`src/rtl/setx_pkg.sv`:
```
package setx_pkg;

   localparam int ByteW      = 8;
   localparam int CsrIndexW  = 2;
   localparam int QueueDepth = 2;
   localparam int QueuePtrW  = 1;
   localparam int QueueCntW  = 2;

   typedef enum logic [CsrIndexW-1:0] {
      CSR_START_MARKER = 2'd0,
      CSR_END_MARKER   = 2'd1,
      CSR_ACK_CODE     = 2'd2,
      CSR_NACK_CODE    = 2'd3
   } csr_index_type;

   typedef enum logic [1:0] {
      KIND_PAYLOAD = 2'd0,
      KIND_ACCEPT  = 2'd1,
      KIND_BAD_SUM = 2'd2,
      KIND_BAD_END = 2'd3
   } kind_type;

   typedef enum logic [4:0] {
      PH_HUNT = 5'b00001,
      PH_LEN  = 5'b00010,
      PH_DATA = 5'b00100,
      PH_CHK  = 5'b01000,
      PH_END  = 5'b10000
   } phase_type;

   typedef struct packed {
      logic [ByteW-1:0] start_marker;
      logic [ByteW-1:0] end_marker;
      logic [ByteW-1:0] ack_code;
      logic [ByteW-1:0] nack_code;
   } cfg_type;

   typedef struct packed {
      kind_type         kind;
      logic [ByteW-1:0] data;
      logic [ByteW-1:0] index;
   } evt_type;

   typedef struct packed {
      logic    valid;
      evt_type evt;
   } push_type;

   typedef struct packed {
      logic    valid;
      logic    full;
      evt_type evt;
   } qstat_type;

endpackage

```
`src/rtl/setx_front.sv`:
```
module setx_front #(
   parameter int MAX_PAYLOAD = 255
) (
   input  logic                          clock,
   input  logic                          reset,
   input  logic                          req_valid,
   output logic                          req_stall,
   input  logic [setx_pkg::ByteW-1:0]    req_rx_byte,
   input  setx_pkg::cfg_type             cfg,
   input  logic                          queue_full,
   output setx_pkg::push_type            push
);
   import setx_pkg::*;

   localparam logic [ByteW-1:0] MaxPayload = ByteW'(MAX_PAYLOAD);

   phase_type        phase_ff, phase_in;
   logic [ByteW-1:0] len_ff, len_in;
   logic [ByteW-1:0] sum_ff, sum_in;
   logic [ByteW-1:0] cnt_ff, cnt_in;
   logic [ByteW-1:0] cnt_next;
   logic             accept;

   assign req_stall = queue_full;
   assign accept    = req_valid && !queue_full;
   assign cnt_next  = cnt_ff + 8'd1;

   always_comb begin
      phase_in       = phase_ff;
      len_in         = len_ff;
      sum_in         = sum_ff;
      cnt_in         = cnt_ff;
      push.valid     = 1'b0;
      push.evt.kind  = KIND_PAYLOAD;
      push.evt.data  = req_rx_byte;
      push.evt.index = '0;
      if (accept) begin
         unique case (phase_ff)
            PH_LEN: begin
               len_in   = req_rx_byte;
               sum_in   = req_rx_byte;
               cnt_in   = '0;
               phase_in = (req_rx_byte != 8'd0) ? PH_DATA : PH_CHK;
            end
            PH_DATA: begin
               cnt_in = cnt_next;
               sum_in = sum_ff + req_rx_byte;
               if (cnt_next >= len_ff) begin
                  phase_in = PH_CHK;
               end
               if (cnt_ff < MaxPayload) begin
                  push.valid     = 1'b1;
                  push.evt.index = cnt_ff;
               end
            end
            PH_CHK: begin
               if (req_rx_byte == sum_ff) begin
                  phase_in = PH_END;
               end else begin
                  phase_in      = PH_HUNT;
                  push.valid    = 1'b1;
                  push.evt.kind = KIND_BAD_SUM;
               end
            end
            PH_END: begin
               phase_in      = PH_HUNT;
               push.valid    = 1'b1;
               push.evt.kind = (req_rx_byte == cfg.end_marker) ? KIND_ACCEPT : KIND_BAD_END;
            end
            default: begin
               phase_in = (req_rx_byte == cfg.start_marker) ? PH_LEN : PH_HUNT;
            end
         endcase
      end
   end

   always_ff @(posedge clock) begin
      if (reset) begin
         phase_ff <= PH_HUNT;
         len_ff   <= '0;
         sum_ff   <= '0;
         cnt_ff   <= '0;
      end else begin
         phase_ff <= phase_in;
         len_ff   <= len_in;
         sum_ff   <= sum_in;
         cnt_ff   <= cnt_in;
      end
   end

endmodule

```
`src/rtl/setx_queue.sv`:
```
module setx_queue (
   input  logic                  clock,
   input  logic                  reset,
   input  setx_pkg::push_type    push,
   input  logic                  pop,
   output setx_pkg::qstat_type   stat
);
   import setx_pkg::*;

   evt_type                mem_ff [QueueDepth];
   logic [QueuePtrW-1:0]   wr_ptr_ff, wr_ptr_in;
   logic [QueuePtrW-1:0]   rd_ptr_ff, rd_ptr_in;
   logic [QueueCntW-1:0]   cnt_ff, cnt_in;
   logic                   do_pop;

   assign stat.valid = (cnt_ff != '0);
   assign stat.full  = (cnt_ff == QueueCntW'(QueueDepth));
   assign stat.evt   = mem_ff[rd_ptr_ff];
   assign do_pop     = pop && stat.valid;

   always_comb begin
      wr_ptr_in = push.valid ? wr_ptr_ff + 1'b1 : wr_ptr_ff;
      rd_ptr_in = do_pop ? rd_ptr_ff + 1'b1 : rd_ptr_ff;
      cnt_in    = cnt_ff + QueueCntW'(push.valid) - QueueCntW'(do_pop);
   end

   always_ff @(posedge clock) begin
      if (push.valid) begin
         mem_ff[wr_ptr_ff] <= push.evt;
      end
   end

   always_ff @(posedge clock) begin
      if (reset) begin
         wr_ptr_ff <= '0;
         rd_ptr_ff <= '0;
         cnt_ff    <= '0;
      end else begin
         wr_ptr_ff <= wr_ptr_in;
         rd_ptr_ff <= rd_ptr_in;
         cnt_ff    <= cnt_in;
      end
   end

   assert property (@(posedge clock) disable iff (reset)
      cnt_ff <= QueueCntW'(QueueDepth))
      else $error("queue count overflow");

   assert property (@(posedge clock) disable iff (reset)
      !(push.valid && stat.full))
      else $error("push into full queue");

   assert property (@(posedge clock) disable iff (reset)
      (push.valid && !do_pop) |=> stat.valid)
      else $error("pushed beat lost");

   assert property (@(posedge clock) disable iff (reset)
      (wr_ptr_ff - rd_ptr_ff) == cnt_ff[QueuePtrW-1:0])
      else $error("queue pointers disagree with count");

endmodule

```
`src/rtl/setx_back.sv`:
```
module setx_back (
   input  logic                          clock,
   input  logic                          reset,
   input  setx_pkg::qstat_type           stat,
   output logic                          pop,
   input  setx_pkg::cfg_type             cfg,
   output logic                          rsp_valid,
   input  logic                          rsp_stall,
   output logic [1:0]                    rsp_out_kind,
   output logic [setx_pkg::ByteW-1:0]    rsp_out_byte,
   output logic [setx_pkg::ByteW-1:0]    rsp_out_index
);
   import setx_pkg::*;

   logic             valid_ff, valid_in;
   kind_type         kind_ff;
   logic [ByteW-1:0] byte_ff, byte_in;
   logic [ByteW-1:0] index_ff;

   assign pop      = stat.valid && (!valid_ff || !rsp_stall);
   assign valid_in = pop || (valid_ff && rsp_stall);

   always_comb begin
      unique case (stat.evt.kind)
         KIND_PAYLOAD: byte_in = stat.evt.data;
         KIND_ACCEPT:  byte_in = cfg.ack_code;
         default:      byte_in = cfg.nack_code;
      endcase
   end

   always_ff @(posedge clock) begin
      if (reset) begin
         valid_ff <= 1'b0;
      end else begin
         valid_ff <= valid_in;
      end
   end

   always_ff @(posedge clock) begin
      if (pop) begin
         kind_ff  <= stat.evt.kind;
         byte_ff  <= byte_in;
         index_ff <= stat.evt.index;
      end
   end

   assign rsp_valid     = valid_ff;
   assign rsp_out_kind  = kind_ff;
   assign rsp_out_byte  = byte_ff;
   assign rsp_out_index = index_ff;

   assert property (@(posedge clock) disable iff (reset)
      (valid_ff && rsp_stall) |-> !pop)
      else $error("output overwritten while stalled");

   assert property (@(posedge clock) disable iff (reset)
      (valid_ff && kind_ff != KIND_PAYLOAD) |-> (index_ff == '0))
      else $error("verdict carries nonzero index");

   assert property (@(posedge clock) disable iff (reset)
      pop |=> valid_ff)
      else $error("popped beat not presented");

endmodule

```
`src/rtl/stx_etx_frame_receiver_core.sv`:
```
// Framed byte receiver: hunt start marker, length, payload, checksum, end marker.
// Throughput: one byte per cycle while req_stall is low (queue not full); the front updates phase and sum per byte.
// Path: the event for an accepted byte is written into the queue, then popped into the output
// register that drives rsp_valid; while rsp_stall holds a beat, later events wait in the queue.
// A two-entry queue and an output register let input and output stall independently.
// Reset (synchronous, active high): hunting, counters and sum cleared, config registers to defaults.
module stx_etx_frame_receiver_core #(
   parameter int MAX_PAYLOAD = 255
) (
   input  logic                              clock,
   input  logic                              reset,
   input  logic                              req_valid,
   output logic                              req_stall,
   input  logic [setx_pkg::ByteW-1:0]        req_rx_byte,
   output logic                              rsp_valid,
   input  logic                              rsp_stall,
   output logic [1:0]                        rsp_out_kind,
   output logic [setx_pkg::ByteW-1:0]        rsp_out_byte,
   output logic [setx_pkg::ByteW-1:0]        rsp_out_index,
   input  logic                              csr_we,
   input  logic [setx_pkg::CsrIndexW-1:0]    csr_index,
   input  logic [setx_pkg::ByteW-1:0]        csr_wdata
);
   import setx_pkg::*;

   cfg_type   cfg_ff, cfg_in;
   push_type  push;
   qstat_type stat;
   logic      pop;

   always_comb begin
      cfg_in = cfg_ff;
      if (csr_we) begin
         unique case (csr_index_type'(csr_index))
            CSR_START_MARKER: cfg_in.start_marker = csr_wdata;
            CSR_END_MARKER:   cfg_in.end_marker   = csr_wdata;
            CSR_ACK_CODE:     cfg_in.ack_code     = csr_wdata;
            CSR_NACK_CODE:    cfg_in.nack_code    = csr_wdata;
            default:          cfg_in = cfg_ff;
         endcase
      end
   end

   always_ff @(posedge clock) begin
      if (reset) begin
         cfg_ff.start_marker <= 8'h02;
         cfg_ff.end_marker   <= 8'h03;
         cfg_ff.ack_code     <= 8'h06;
         cfg_ff.nack_code    <= 8'h15;
      end else begin
         cfg_ff <= cfg_in;
      end
   end

   setx_front #(
      .MAX_PAYLOAD(MAX_PAYLOAD)
   ) u_front (
      .clock      (clock),
      .reset      (reset),
      .req_valid  (req_valid),
      .req_stall  (req_stall),
      .req_rx_byte(req_rx_byte),
      .cfg        (cfg_ff),
      .queue_full (stat.full),
      .push       (push)
   );

   setx_queue u_queue (
      .clock(clock),
      .reset(reset),
      .push (push),
      .pop  (pop),
      .stat (stat)
   );

   setx_back u_back (
      .clock        (clock),
      .reset        (reset),
      .stat         (stat),
      .pop          (pop),
      .cfg          (cfg_ff),
      .rsp_valid    (rsp_valid),
      .rsp_stall    (rsp_stall),
      .rsp_out_kind (rsp_out_kind),
      .rsp_out_byte (rsp_out_byte),
      .rsp_out_index(rsp_out_index)
   );

endmodule
```
`config.mk`:
```
export PLATFORM = sky130hd
export DESIGN_NAME = stx_etx_frame_receiver_core
export DESIGN_NICKNAME = d
export VERILOG_FILES = /design/src/rtl/setx_pkg.sv /design/src/rtl/setx_front.sv /design/src/rtl/setx_queue.sv /design/src/rtl/setx_back.sv /design/src/rtl/stx_etx_frame_receiver_core.sv
export SDC_FILE = /design/constraint.sdc
export NUM_CORES = 1
export LEC_CHECK = 0
export BUFFER_PORTS_ARGS = -buffer_cell sky130_fd_sc_hd__buf_2
export CORE_AREA = 10 10 164 105
export DETAILED_ROUTE_END_ITERATION = 10
export DIE_AREA = 0 0 174 115
export SLEW_MARGIN = 0
export SYNTH_ARGS = -nofsm -noshare
export SYNTH_HDL_FRONTEND = slang
export SYNTH_SLANG_ARGS = --single-unit
```
`constraint.sdc`:
```
create_clock -name clock -period 3.77 [get_ports clock]
set_input_delay 0 -clock clock [delete_from_list [all_inputs] [get_ports clock]]
set_output_delay 0 -clock clock [all_outputs]
set_load 0.005 [all_outputs]
```
==> out/results.ini <==
[synth]
synth_xor_area_share_pct = 4.85
synth-compound-area-share_pct = 10.2
synth_cells = 537
synth_edf_count = 54
synthMuxAreaShare_pct = 8.06
synthTopCellsByCount = 70 x nand2_1, 67 x dfxtp_1, 54 x edfxtp_1, 49 x nor2_1, 35 x mux2i_1
ys.flop_type = dfxtp_1
yosysSeqAreaShare_pct = 52.9
ys_top_cells_by_area = edfxtp_1 29%, dfxtp_1 24%, mux2i_1 6.3%, nand2_1 4.7%, ha_1 4.0%
synth_top_family_by_area = simple AND/OR/NAND/NOR gates
ys_warn_count = 0
syn_area_um2 = 5600
ys_ff_latch = 121
avgSynthCellArea_um2 = 10.4
synth_top_area_share_pct = 28.9
synth_cell_types = 58
synth.largest_area_cell = edfxtp_1
synthSimpleGateAreaFrac_pct = 16.1
async_reset_ff_share_pct = 0
synth_fa_ha_area_share_pct = 4.38
syn-num-nets = 579
yosysMostFrequentCell = nand2_1

[clocking]
clock_latency_ns = 0.41
htree_levels = 4
tritoncts = built
clock_path_buffers = 2
root_buffer = clkbuf_16
cts.sinks = 121
clk_pin_slew_ns = 0.06
cts_made_buffers = 17
cts_resized = 0

[worst_setup_path]
critPathCapture = u_front.phase_ff[1]
worstPathRequired_ns = 4.04
critPathCaptureType = register
cp_max_fo = 7
critPathLaunch = u_front.cnt_ff[0]
r2r_cells = 10
regToRegSetupSlack_ns = 0.93
start_kind = register
worst_r2r_endpoint = u_front.phase_ff[1]
cp.arrival_ns = 3.12
worstReg2RegStart = u_front.cnt_ff[0]
worstSetupPathType = register to register

[floorplanning]
die-area_um2 = 20000
ios = 43
die_w_um = 174
core.rowCount = 34
start_util_pct = 39.4
coreArea_um2 = 14200
chipHeight_um = 115

[power_and_ir_drop]
power_switching_uw = 989
p_leak_uw = 0.00253
vdd_drop_max_mv = 0.275
power_frac_comb_pct = 15.9
p_clk_share_pct = 42.4
seqPwrFrac_pct = 41.7
p_per_area_nw_per_um2 = 552
power.internal_uw = 2720
sw_frac_of_total_pct = 26.7

[sta]
tightestPinTransition_ns = 1.16
period_minus_slack_ns = 2.84
grt_setup_unrepaired = false
finalSetupViolations = 0
clock.fmax_ghz = 0.352
drv_slew = 0
relSlewSlack_pct = 20.3
fin_crit_sh_pct = 75.4
final.setup.tns_ns = 0
skew_ns = 0.00813
finalHoldViolations = 0

[final_layout]
stdcell_area_um2 = 6720
area_growth_pct = 20.0
drive_above_1_share_pct = 16.6
nets = 637
n_antenna_cell = 0
nFillCells = 1328

[drt]
met1_length_mm = 6.48
via_count = 4010
drt_pass1_iterations = 5
met2WireLength_mm = 5.48
ant_nets = 0
viasPerCell = 4.98
wl_mm = 12.6
maxUsedRoutingLayer = met4
drc = 0
drt_iter0_drc = 283
wl_per_cell_um = 15.6
dr_wl_met3_um = 531

[placement]
place_congestion = 0.826
hpwlAfterDp_mm = 8.81
io_buffers = 42
placed_area_um2 = 5970

[global_route]
first_global_vias = 4036
grt-ovfl-total = 0
grt_usage_pct = 13.1
grt_pass1_wl_mm = 20.9
antenna_found_initial = 0
grt_max_degree = 59

[flow_run]
cap_violations = 0

[hold_path]
min_path_type = primary input to register

[run_status]
status = finished clean

## worst max-delay path, stage by stage (launching register included)
cell,delay [ns]
dfxtp_1,0.45
ha_1,0.26
and3_4,0.23
and3_4,0.23
xor2_1,0.08
ha_1,0.21
or3_1,0.35
a221oi_1,0.28
a2bb2oi_1,0.34
mux2i_1,0.23
nor2_1,0.05
## per-layer routing
layer  vias up  track usage, %
met1      1904            18.4
met4         0            3.74
li1       2013               -
met2        80            19.5
met5         -               0
met3        13            3.63
## power groups by stage
stage / Clock [uW] / Sequential (uW) / Combinational [uW]
floorplan: 0 / 1590 / 371
global placement: 0 / 1580 / 578
detailed placement: 0 / 1580 / 589
CTS: 1600 / 1550 / 604
global route: 1680 / 1560 / 658
finish: 1570 / 1550 / 588
## cell type report
type	count	area, um^2	area share (%)
clock buffers	17	425	6.33
clock inverters	15	151	2.25
inverters	19	71.3	1.06
multi-input cells	372	2440	36.4
flip-flops and latches	121	2960	44.1
well taps	198	248	3.69
repair buffers	64	418	6.22
## stage by stage
step	hold slack [ns]	utilization, %	worst slack [ns]	std cells	total power [uW]
final	0.0552	47.3	0.926	806	3710
after global routing	0.0600	47.3	0.694	806	3890
after CTS	0.0407	47.3	0.924	806	3760
after detailed placement	0.284	42.0	0.944	757	2170
after global placement	0.270	42.0	1.03	757	2150
after floorplan	0.0989	-	1.14	537	1960
## cell families after synthesis
kind of cell / count (synthesis)
buffers and inverters: 44
AND/OR/NAND/NOR: 185
flip-flops: 121
XOR/XNOR: 31
adder cells (fa/ha/maj): 19
AO/OA/AOI/OAI: 93
multiplexers: 44
## worst min-delay path by stage
stage	startpoint	to	slack, ns	depth (start not counted)
global route	req_valid	u_front.cnt_ff[5]	0.06	4
CTS	csr_index[0]	cfg_ff[13]	0.04	4
finish	csr_index[0]	cfg_ff[13]	0.06	4
global placement	rsp_stall	u_back.rsp_valid	0.27	3
floorplan	req_rx_byte[2]	u_queue.mem_ff[0][10]	0.1	0
detailed placement	rsp_stall	u_back.rsp_valid	0.28	3
## placed cells by master (no fill, tap or decap), types with 4 or more instances in the layout
| master | count |
|---|---|
| a211oi_1 | 6 |
| a21oi_1 | 28 |
| a22oi_1 | 4 |
| and2_1 | 5 |
| and2_2 | 5 |
| and3_1 | 5 |
| buf_2 | 42 |
| buf_4 | 5 |
| clkbuf_16 | 17 |
| clkinv_4 | 4 |
| dfxtp_1 | 67 |
| dlygate4sd3_1 | 17 |
| edfxtp_1 | 54 |
| ha_1 | 18 |
| inv_1 | 19 |
| mux2_2 | 9 |
| mux2i_1 | 35 |
| nand2_1 | 70 |
| nand3_1 | 15 |
| nand4_1 | 5 |
| nor2_1 | 49 |
| nor2b_1 | 5 |
| o21ai_0 | 34 |
| xnor2_1 | 25 |
| xor2_1 | 6 |
## sequential cells by signal, summed over array words and instances (netlist names), named ones only
name,count
u_queue.mem_ff,36
cfg_ff,32
u_back.rsp_out_byte,8
u_back.rsp_out_index,8
u_front.cnt_ff,8
u_front.len_ff,8
u_front.sum_ff,8
u_front.phase_ff,5
u_back.rsp_out_kind,2
u_queue.cnt_ff,2
u_back.rsp_valid,1
u_queue.rd_ptr_ff,1
u_queue.wr_ptr_ff,1
## timing repair
item | 4_1_cts | 5_1_grt
setup endpoints to repair | 0 | 0
buffers inserted | 0 | 0
hold buffers | 17 | 0
endpoints found under the hold margin | 51 | 0
Note: power is estimated with default switching activity, not from simulation.
